$ cat src/design/usc_pkg.sv
// Shared types and constants for the unix-seconds to civil-date converter.
// Used by unix_seconds_to_civil_date_unit, its checkers and the testbench; no dependencies.

package usc_pkg;

    // Pipeline depth: input capture register through output register.
    localparam int NSTG = 14;

    // Field widths.
    localparam int SECS_W  = 32;
    localparam int MINS_W  = 27;   // up to 71582788
    localparam int HOURS_W = 21;   // up to 1193046 plus offset
    localparam int DAYS_W  = 16;   // up to 49710
    localparam int TZ_W    = 5;
    localparam int SEC_W   = 6;
    localparam int MIN_W   = 6;
    localparam int HOUR_W  = 5;
    localparam int DAY_W   = 5;
    localparam int MON_W   = 4;
    localparam int YEAR_W  = 12;
    localparam int IN_TDATA_W  = 32;
    localparam int OUT_TDATA_W = 40;

    // Result bit positions in m_tdata, lowest field first.
    localparam int SEC_LSB  = 0;
    localparam int MIN_LSB  = SEC_LSB + SEC_W;
    localparam int HOUR_LSB = MIN_LSB + MIN_W;
    localparam int DAY_LSB  = HOUR_LSB + HOUR_W;
    localparam int MON_LSB  = DAY_LSB + DAY_W;
    localparam int YEAR_LSB = MON_LSB + MON_W;
    localparam int DATA_USED = YEAR_LSB + YEAR_W;

    // Reciprocals for divide-by-constant: q0 = (x * floor(2^S / D)) >> S,
    // with x < 2^S, is low by at most one.
    localparam int S_SEC = 32;
    localparam int S_MIN = 27;
    localparam int S_HR  = 21;
    localparam int S_CYC = 18;
    localparam int S_MON = 11;
    localparam int S_DAY = 10;
    localparam logic [26:0] RCP_SEC = 27'((64'd1 << S_SEC) / 64'd60);
    localparam logic [21:0] RCP_MIN = 22'((64'd1 << S_MIN) / 64'd60);
    localparam logic [16:0] RCP_HR  = 17'((64'd1 << S_HR) / 64'd24);
    localparam logic [7:0]  RCP_CYC = 8'((64'd1 << S_CYC) / 64'd1461);
    localparam logic [3:0]  RCP_MON = 4'((64'd1 << S_MON) / 64'd153);
    // Rounded up; exact for remainders below 153.
    localparam logic [7:0]  RCP_DAY = 8'(((64'd1 << S_DAY) + 64'd4) / 64'd5);

    // Julian-day algorithm constants.
    localparam int unsigned JDN_OFS    = 2472632;
    localparam int unsigned DAYS_400Y  = 146097;
    localparam int unsigned DAYS_4Y    = 1461;
    localparam int unsigned DAYS_5MON  = 153;
    localparam int unsigned B_BASE     = 67;      // smallest century index reached
    localparam int unsigned YEAR_BASE  = 6700 - 4800 - 0 * 1900 + 0;  // 100*B_BASE - 4800

    // Start of centuries B_BASE..B_BASE+2, in shifted day numbers.
    localparam logic [21:0] CYC_START0 = 22'(DAYS_400Y * (B_BASE + 0) / 4);
    localparam logic [21:0] CYC_START1 = 22'(DAYS_400Y * (B_BASE + 1) / 4);
    localparam logic [21:0] CYC_START2 = 22'(DAYS_400Y * (B_BASE + 2) / 4);

    localparam logic [3:0] MON_WRAP = 4'd10;

    // Time fields that ride along the pipeline.
    typedef struct packed {
        logic                ok;
        logic [HOUR_W-1:0]   hour;
        logic [MIN_W-1:0]    minute;
        logic [SEC_W-1:0]    second;
    } tm_t;

endpackage

$ cat src/design/unix_seconds_to_civil_date_unit.sv
// Top level: unix seconds to local civil date and time, 14-stage pipeline.
// Depends on usc_pkg.
//
//  channel   direction  payload (low bit first)
//  s_*       in         tdata: unix_seconds[31:0]
//  m_*       out        tdata: second, minute, hour, day, month, year, 2 pad
//                       tuser: valid_res
//  cfg_*     in         cfg_wdata: tz_offset_hours (signed)
//
// One transaction per cycle is accepted while the output side keeps up. Each
// divide-by-constant but the final divide by 5 is a reciprocal multiply stage
// followed by a one-step correction stage; the divide by 5 needs no correction.
// Stages with no item are filled while later stages are stalled, so bubbles
// close up. Reset clears the stage valid bits and the offset register.

module unix_seconds_to_civil_date_unit (
    input  logic                                 clk,
    input  logic                                 rst_n,
    input  logic                                 s_tvalid,
    output logic                                 s_tready,
    input  logic [usc_pkg::IN_TDATA_W-1:0]       s_tdata,   // unix_seconds[31:0]
    output logic                                 m_tvalid,
    input  logic                                 m_tready,
    // second[5:0], minute[11:6], hour[16:12], day[21:17], month[25:22],
    // year[37:26], zero[39:38]
    output logic [usc_pkg::OUT_TDATA_W-1:0]      m_tdata,
    output logic                                 m_tuser,   // valid_res[0]
    input  logic                                 cfg_we,
    input  logic signed [usc_pkg::TZ_W-1:0]      cfg_wdata
);

    localparam int N = usc_pkg::NSTG;

    logic [N-1:0] v_reg, v_next, en;
    logic signed [usc_pkg::TZ_W-1:0] tz_reg;

    // stage payloads
    logic [31:0] secs1_reg, secs1_next;
    logic [31:0] secs2_reg;
    logic [26:0] qm2_reg, qm2_next;
    logic [26:0] mins3_reg, mins3_next;
    usc_pkg::tm_t tm3_reg, tm3_next;
    logic [26:0] mins4_reg;
    logic [20:0] qh4_reg, qh4_next;
    usc_pkg::tm_t tm4_reg;
    logic [20:0] hours5_reg, hours5_next;
    usc_pkg::tm_t tm5_reg, tm5_next;
    logic [20:0] local6_reg, local6_next;
    usc_pkg::tm_t tm6_reg, tm6_next;
    logic [20:0] local7_reg;
    logic [15:0] qd7_reg, qd7_next;
    usc_pkg::tm_t tm7_reg;
    logic [15:0] days8_reg, days8_next;
    usc_pkg::tm_t tm8_reg, tm8_next;
    logic [15:0] c9_reg, c9_next;
    logic [1:0]  bx9_reg, bx9_next;
    usc_pkg::tm_t tm9_reg;
    logic [15:0] c10_reg;
    logic [6:0]  dq10_reg, dq10_next;
    logic [1:0]  bx10_reg;
    usc_pkg::tm_t tm10_reg;
    logic [8:0]  e11_reg, e11_next;
    logic [6:0]  d11_reg, d11_next;
    logic [1:0]  bx11_reg;
    usc_pkg::tm_t tm11_reg;
    logic [8:0]  e12_reg;
    logic [3:0]  mq12_reg, mq12_next;
    logic [6:0]  d12_reg;
    logic [1:0]  bx12_reg;
    usc_pkg::tm_t tm12_reg;
    logic [3:0]  m13_reg, m13_next;
    logic [7:0]  r13_reg, r13_next;
    logic [6:0]  d13_reg;
    logic [1:0]  bx13_reg;
    usc_pkg::tm_t tm13_reg;
    logic [usc_pkg::OUT_TDATA_W-1:0] odata_reg, odata_next;
    logic ouser_reg, ouser_next;

    // ---------------- handshake and valid bits ----------------
    always_comb
    begin
        en[N-1] = !v_reg[N-1] || m_tready;
        for (int k = N - 2; k >= 0; k--)
        begin
            en[k] = !v_reg[k] || en[k+1];
        end
        v_next[0] = en[0] ? s_tvalid : v_reg[0];
        for (int k = 1; k < N; k++)
        begin
            v_next[k] = en[k] ? v_reg[k-1] : v_reg[k];
        end
    end

    assign s_tready = en[0];
    assign m_tvalid = v_reg[N-1];
    assign m_tdata  = odata_reg;
    assign m_tuser  = ouser_reg;

    always_ff @(posedge clk or negedge rst_n)
    begin
        if (!rst_n)
        begin
            v_reg  <= '0;
            tz_reg <= '0;
        end
        else
        begin
            v_reg <= v_next;
            if (cfg_we)
            begin
                tz_reg <= cfg_wdata;
            end
        end
    end

    // ---------------- datapath ----------------
    logic [58:0] pm_sec;
    logic [31:0] rs_full;
    logic [6:0]  rs;
    logic [48:0] pm_min;
    logic [26:0] rm_full;
    logic [6:0]  rm;
    logic signed [21:0] local_s;
    logic [37:0] pm_hr;
    logic [20:0] rh_full;
    logic [5:0]  rh;
    logic [21:0] a_day;
    logic [21:0] c_full;
    logic [17:0] x_cyc;
    logic [25:0] pm_cyc;
    logic [17:0] r_cyc;
    logic [10:0] y_mon;
    logic [14:0] pm_mon;
    logic [10:0] r_mon;
    logic [15:0] pm_day;
    logic [4:0]  dom;
    logic        wrap;
    logic [3:0]  mon;
    logic [11:0] year;

    always_comb
    begin
        secs1_next = s_tdata[31:0];

        // seconds -> minutes
        pm_sec  = 59'(secs1_reg) * 59'(usc_pkg::RCP_SEC);
        qm2_next = pm_sec[58:32];

        rs_full = secs2_reg - 32'(qm2_reg) * 32'd60;
        rs      = rs_full[6:0];
        tm3_next = '0;
        if (rs >= 7'd60)
        begin
            mins3_next      = qm2_reg + 27'd1;
            tm3_next.second = 6'(rs - 7'd60);
        end
        else
        begin
            mins3_next      = qm2_reg;
            tm3_next.second = rs[5:0];
        end

        // minutes -> hours
        pm_min   = 49'(mins3_reg) * 49'(usc_pkg::RCP_MIN);
        qh4_next = pm_min[47:27];

        rm_full = mins4_reg - 27'(qh4_reg) * 27'd60;
        rm      = rm_full[6:0];
        tm5_next = tm4_reg;
        if (rm >= 7'd60)
        begin
            hours5_next     = qh4_reg + 21'd1;
            tm5_next.minute = 6'(rm - 7'd60);
        end
        else
        begin
            hours5_next     = qh4_reg;
            tm5_next.minute = rm[5:0];
        end

        // time-zone shift; negative local hours give an invalid result
        local_s     = signed'({1'b0, hours5_reg}) + 22'(tz_reg);
        local6_next = local_s[20:0];
        tm6_next    = tm5_reg;
        tm6_next.ok = !local_s[21];

        // hours -> days
        pm_hr    = 38'(local6_reg) * 38'(usc_pkg::RCP_HR);
        qd7_next = pm_hr[36:21];

        rh_full = local7_reg - 21'(qd7_reg) * 21'd24;
        rh      = rh_full[5:0];
        tm8_next = tm7_reg;
        if (rh >= 6'd24)
        begin
            days8_next    = qd7_reg + 16'd1;
            tm8_next.hour = 5'(rh - 6'd24);
        end
        else
        begin
            days8_next    = qd7_reg;
            tm8_next.hour = rh[4:0];
        end

        // century: only three centuries are reachable from 32-bit input
        a_day = 22'(days8_reg) + 22'(usc_pkg::JDN_OFS);
        priority if (a_day >= usc_pkg::CYC_START2)
        begin
            bx9_next = 2'd2;
            c_full   = a_day - usc_pkg::CYC_START2;
        end
        else if (a_day >= usc_pkg::CYC_START1)
        begin
            bx9_next = 2'd1;
            c_full   = a_day - usc_pkg::CYC_START1;
        end
        else
        begin
            bx9_next = 2'd0;
            c_full   = a_day - usc_pkg::CYC_START0;
        end
        c9_next = c_full[15:0];

        // 4-year cycles within the century block
        x_cyc     = {c9_reg, 2'b11};
        pm_cyc    = 26'(x_cyc) * 26'(usc_pkg::RCP_CYC);
        dq10_next = pm_cyc[24:18];

        // day of year comes straight from the remainder: e = rem / 4
        r_cyc = {c10_reg, 2'b11} - 18'(dq10_reg) * 18'(usc_pkg::DAYS_4Y);
        if (r_cyc >= 18'(usc_pkg::DAYS_4Y))
        begin
            d11_next = dq10_reg + 7'd1;
            e11_next = 9'((r_cyc - 18'(usc_pkg::DAYS_4Y)) >> 2);
        end
        else
        begin
            d11_next = dq10_reg;
            e11_next = r_cyc[10:2];
        end

        // month from March-based day of year
        y_mon     = 11'(e11_reg) * 11'd5 + 11'd2;
        pm_mon    = 15'(y_mon) * 15'(usc_pkg::RCP_MON);
        mq12_next = pm_mon[14:11];

        r_mon = 11'(e12_reg) * 11'd5 + 11'd2 - 11'(mq12_reg) * 11'(usc_pkg::DAYS_5MON);
        if (r_mon >= 11'(usc_pkg::DAYS_5MON))
        begin
            m13_next = mq12_reg + 4'd1;
            r13_next = 8'(r_mon - 11'(usc_pkg::DAYS_5MON));
        end
        else
        begin
            m13_next = mq12_reg;
            r13_next = r_mon[7:0];
        end

        // day of month is remainder / 5 + 1
        pm_day = 16'(r13_reg) * 16'(usc_pkg::RCP_DAY);
        dom    = 5'(pm_day[14:10] + 5'd1);
        wrap   = m13_reg >= usc_pkg::MON_WRAP;
        mon    = wrap ? 4'(m13_reg - 4'd9) : 4'(m13_reg + 4'd3);
        year   = 12'(usc_pkg::YEAR_BASE) + 12'(bx13_reg) * 12'd100
               + 12'(d13_reg) + 12'(wrap);

        odata_next = '0;
        odata_next[usc_pkg::SEC_LSB +: usc_pkg::SEC_W] = tm13_reg.second;
        odata_next[usc_pkg::MIN_LSB +: usc_pkg::MIN_W] = tm13_reg.minute;
        if (tm13_reg.ok)
        begin
            odata_next[usc_pkg::HOUR_LSB +: usc_pkg::HOUR_W] = tm13_reg.hour;
            odata_next[usc_pkg::DAY_LSB  +: usc_pkg::DAY_W]  = dom;
            odata_next[usc_pkg::MON_LSB  +: usc_pkg::MON_W]  = mon;
            odata_next[usc_pkg::YEAR_LSB +: usc_pkg::YEAR_W] = year;
        end
        ouser_next = tm13_reg.ok;
    end

    always_ff @(posedge clk)
    begin
        if (en[0])
        begin
            secs1_reg <= secs1_next;
        end
        if (en[1])
        begin
            secs2_reg <= secs1_reg;
            qm2_reg   <= qm2_next;
        end
        if (en[2])
        begin
            mins3_reg <= mins3_next;
            tm3_reg   <= tm3_next;
        end
        if (en[3])
        begin
            mins4_reg <= mins3_reg;
            qh4_reg   <= qh4_next;
            tm4_reg   <= tm3_reg;
        end
        if (en[4])
        begin
            hours5_reg <= hours5_next;
            tm5_reg    <= tm5_next;
        end
        if (en[5])
        begin
            local6_reg <= local6_next;
            tm6_reg    <= tm6_next;
        end
        if (en[6])
        begin
            local7_reg <= local6_reg;
            qd7_reg    <= qd7_next;
            tm7_reg    <= tm6_reg;
        end
        if (en[7])
        begin
            days8_reg <= days8_next;
            tm8_reg   <= tm8_next;
        end
        if (en[8])
        begin
            c9_reg  <= c9_next;
            bx9_reg <= bx9_next;
            tm9_reg <= tm8_reg;
        end
        if (en[9])
        begin
            c10_reg  <= c9_reg;
            dq10_reg <= dq10_next;
            bx10_reg <= bx9_reg;
            tm10_reg <= tm9_reg;
        end
        if (en[10])
        begin
            e11_reg  <= e11_next;
            d11_reg  <= d11_next;
            bx11_reg <= bx10_reg;
            tm11_reg <= tm10_reg;
        end
        if (en[11])
        begin
            e12_reg  <= e11_reg;
            mq12_reg <= mq12_next;
            d12_reg  <= d11_reg;
            bx12_reg <= bx11_reg;
            tm12_reg <= tm11_reg;
        end
        if (en[12])
        begin
            m13_reg  <= m13_next;
            r13_reg  <= r13_next;
            d13_reg  <= d12_reg;
            bx13_reg <= bx12_reg;
            tm13_reg <= tm12_reg;
        end
        if (en[13])
        begin
            odata_reg <= odata_next;
            ouser_reg <= ouser_next;
        end
    end

endmodule

$ cat config.mk
export PLATFORM = sky130hd
export DESIGN_NAME = unix_seconds_to_civil_date_unit
export DESIGN_NICKNAME = d
export VERILOG_FILES = /design/src/design/usc_pkg.sv /design/src/design/unix_seconds_to_civil_date_unit.sv
export SDC_FILE = /design/constraint.sdc
export NUM_CORES = 2
export LEC_CHECK = 0
export BUFFER_PORTS_ARGS = -buffer_cell sky130_fd_sc_hd__buf_2
export CAP_MARGIN = 20
export CORE_ASPECT_RATIO = 0.8
export CORE_MARGIN = 4
export CORE_UTILIZATION = 59
export DETAILED_ROUTE_END_ITERATION = 8
export PLACE_DENSITY = 0.76
export SYNTH_ARGS = -nofsm -noshare
export SYNTH_HDL_FRONTEND = slang
export SYNTH_SLANG_ARGS = --single-unit
$ cat constraint.sdc
create_clock -name clk -period 7.05 [get_ports clk]
set_input_delay 0.3525 -clock clk [delete_from_list [all_inputs] [get_ports clk]]
set_output_delay 0.3525 -clock clk [all_outputs]
set_load 0.02 [all_outputs]
==> flow_metrics.py <==
metrics = {
    "critical_path": {
        "critPathLaunchType": "flip-flop",
        "type_of_destination_of_the_critical_path": "flip-flop",
        "cpLargestDelayFamily": "adder cells",
        "worst_path_most_repeated_cell": "fa_1",
        "max_stage_delay_ns": 0.58,
        "worstPathMaxFanout": 4,
        "worst_r2r_startpoint": "secs1_reg[7]",
        "cpMaxStageDelayCell": "a2111oi_1",
        "cp_cell_sequence": "ha_1, inv_1, fa_1, inv_1, fa_1, inv_1, fa_1, fa_1, fa_1, inv_1, ha_1, a21o_1, a21o_1, a2111oi_1, o21ai_0, o221ai_1, o21ai_0, a31oi_1, nor2_1, a21oi_1, xnor2_1",
        "crit_type": "reg2reg",
        "r2r_end": "qm2_reg[19]",
        "crit_required_ns": 7.43,
        "worst_reg2reg_path_length_in_cells": 21,
        "reg2reg_slack_ns": 0.42,
        "cp.arrival_ns": 7.01,
        "worstPathBufferInverterCount": 4,
    },
    "sta": {
        "achievable-frequency_mhz": 151,
        "timing.final.crit_period_ns": 6.63,
        "finalMaxSlewViolations": 0,
        "timing.final.hold_violations": 0,
        "tightestPinTransition_ns": 0.964,
        "fin_tns_setup_ns": 0,
        "finClkSkew_ns": 0.0529,
        "share_of_the_clock_period_used_by_the_worst_path_after_layout_pct": 94.0,
        "setup_viol_count_final": 0,
        "rsz0062_at_grt": "no",
        "max-slew-margin-rel_pct": 35.7,
    },
    "logic_synthesis": {
        "netlist_instances": 4020,
        "mappedNetlistArea_mm2": 0.0465,
        "synth_compound_area_share_pct": 6.70,
        "synth.yosys.warnings": 0,
        "synthAdderAreaFrac_pct": 40.4,
        "synth_area_per_cell_um2": 11.6,
        "postSynth.asyncResetShare_pct": 3.65,
        "yosys.cell_types.count": 91,
        "main_combinational_cell_family_by_area_after_synthesis": "adder cells",
        "synth_seq_area_share_pct": 33.5,
        "ys_ff_latch": 521,
        "muxShareOfSynthArea_pct": 0.460,
        "postSynth.topFlopCell": "edfxtp_1",
        "synth_xor_xnor_area_share_pct": 5.35,
        "yosys.area_share.simple_pct": 5.77,
        "synth_edf_count": 502,
    },
    "die": {
        "core_area_mm2": 0.0775,
        "floorplan.die.width_um": 322,
        "floorplan.initialDensity_pct": 59.9,
        "fp.dieArea_mm2": 0.0834,
        "pin_count": 85,
        "die_y_um": 259,
        "placement_rows": 91,
    },
    "routing": {
        "drt_first_pass_iters": 5,
        "ant_nets": 0,
        "detailed_route_drc_error_count": 0,
        "routed_wirelength_mm": 91.2,
        "drt-wirelength-per-cell_um": 17.3,
        "dr.first_iter.drc_count": 1686,
        "routed-via-count": 28300,
        "vias_per_cell": 5.36,
    },
    "clock_tree": {
        "clk_path_buf_depth": 3,
        "tritoncts": "yes",
        "htree_levels": 2,
        "cts.reportedPaths.clkPinSlew_ns": 0.06,
        "cts.repair_timing.setup_buffer_count": 0,
        "clkLatencyLatePin_ns": 0.65,
        "clock-root-buffer": "clkbuf_16",
        "tritoncts_num_sinks": 521,
        "numCtsBuffers": 56,
    },
    "grt": {
        "global_route.usage.total_pct": 22.6,
        "first_global_vias": 29200,
        "grtUsageMet1_pct": 33.1,
        "remaining_global_route_overflow": 0,
        "grt.met3_usage_pct": 4.44,
        "grt_util_met2_pct": 35.3,
        "grt_max_degree": 41,
        "grt_antenna_before_repair": 0,
        "global_route.peak_usage_layer": "met2",
        "grt_pass1_wl_mm": 151,
    },
    "layout": {
        "largest_register_ff_count": 38,
        "layout.core_utilization_pct": 65.1,
        "nets": 5493,
        "layout-drive-gt1-share_pct": 5.82,
        "area_growth_pct": 8.61,
        "antenna_cells": 0,
    },
    "worst_hold_path": {
        "hold_path_startpoint": "cfg_we",
        "min-delay-path-class": "in2reg",
        "whs_endpoint": "tz_reg[4]",
        "min_delay_path_depth": 2,
    },
    "placement": {
        "globalplace.congestion": 0.981,
        "place.port_buffers": 82,
        "post-dp-hpwl_mm": 74.3,
    },
    "job": {
        "maxCapViolations": 0,
    },
    "outcome": {
        "run_status": "finished clean",
    },
}
==> final cells by class <==
cell class,count,area (µm²)
Clock inverter,37,407
Sequential cell,521,15500
Fill cell,5804,27100
Clock buffer,69,1490
Inverter,940,3530
Tap cell,1023,1280
Multi-Input combinational cell,2543,27300
Timing Repair Buffer,136,916
==> cells in the mapped netlist (all sizes together), types with 34 or more instances <==
cell type  instances  area share, %
a21o              63            1.0
a21oi            127            1.4
edfxtp           502             32
fa               415             18
ha               838             23
inv              940            7.6
nand2            105           0.85
nand3             55           0.59
nor2             133            1.1
nor3              40           0.45
o21a              34           0.57
o21ai             87           0.94
xnor2            189            3.6
xor2              84            1.6
==> worst register-to-register path, stage by stage (launching register included) <==
cell       delay, ns
edfxtp_1        0.44
ha_1            0.34
inv_1           0.09
fa_1            0.57
inv_1           0.08
fa_1            0.50
inv_1           0.06
fa_1            0.45
fa_1            0.50
fa_1            0.54
inv_1           0.04
ha_1            0.31
a21o_1          0.18
a21o_1          0.18
a2111oi_1       0.58
o21ai_0         0.15
o221ai_1        0.38
o21ai_0         0.27
a31oi_1         0.26
nor2_1          0.10
a21oi_1         0.25
xnor2_1         0.10
==> how the worst max path moves through the flow <==
stage / startpoint / end / slack, ns / cells past startpoint
finish: secs1_reg[7] / qm2_reg[19] / 0.42 / 21
global route: secs1_reg[3] / qm2_reg[20] / 0.006 / 21
CTS: secs1_reg[3] / qm2_reg[19] / 0.31 / 21
detailed placement: secs1_reg[7] / qm2_reg[20] / 0.36 / 21
global placement: secs1_reg[3] / qm2_reg[25] / 0.52 / 21
floorplan: secs1_reg[3] / qm2_reg[7] / 0.98 / 21
==> kinds of logic after synthesis <==
group | after synthesis
xor gates and xnor gates | 277
muxes | 20
AOI/OAI and AO/OA | 464
DFF | 521
and+or+nand+nor | 527
other | 1
buffers and inverters | 957
adders and majority gates | 1253
==> cells in the final DEF (no fill, tap or decap), drive strengths merged, types with 19 or more instances in the layout <==
cell type | synthesis | routed
nand4 | 28 | 28
o21ai | 87 | 87
nand2b | 30 | 30
dlygate4sd3 | 0 | 40
and3 | 30 | 30
a31oi | 20 | 20
nor3 | 40 | 40
ha | 838 | 838
clkinv | 0 | 21
xor2 | 84 | 84
o21a | 34 | 34
nand2 | 105 | 105
buf | 15 | 96
nor2b | 22 | 22
and2 | 32 | 32
clkbuf | 2 | 69
nand3 | 55 | 55
xnor2 | 189 | 189
inv | 940 | 943
a21o | 63 | 63
fa | 415 | 415
dfrtp | 19 | 19
nor2 | 133 | 133
edfxtp | 502 | 502
a21oi | 127 | 127
==> repair_timing <==
item	CTS	global route
hold endpoints to repair	57	0
hold buffers	40	0
resized for setup	0	1
setup endpoints to repair	0	9
==> metal layers <==
metal / up-vias / wire, µm
met4: 0 / 1910
li1: 13800 / -
met2: 655 / 40500
met5: - / 0
met3: 123 / 5920
met1: 13700 / 43000
==> metrics by stage <==
step                      hold slack (ns)  std cells  cell area [µm²]  setup slack (ns)
after detailed placement            0.405       5123            48200             0.356
after CTS                          0.0522       5269            50500             0.310
after floorplan                    0.0569       4021            46500             0.976
after global placement              0.401       5123            48200             0.520
after global routing               0.0986       5269            50500           0.00593
final                               0.112       5269            50500             0.421
Power is not shown: default switching activity piles up to over one toggle a cycle in this logic, so the estimate is an artifact.
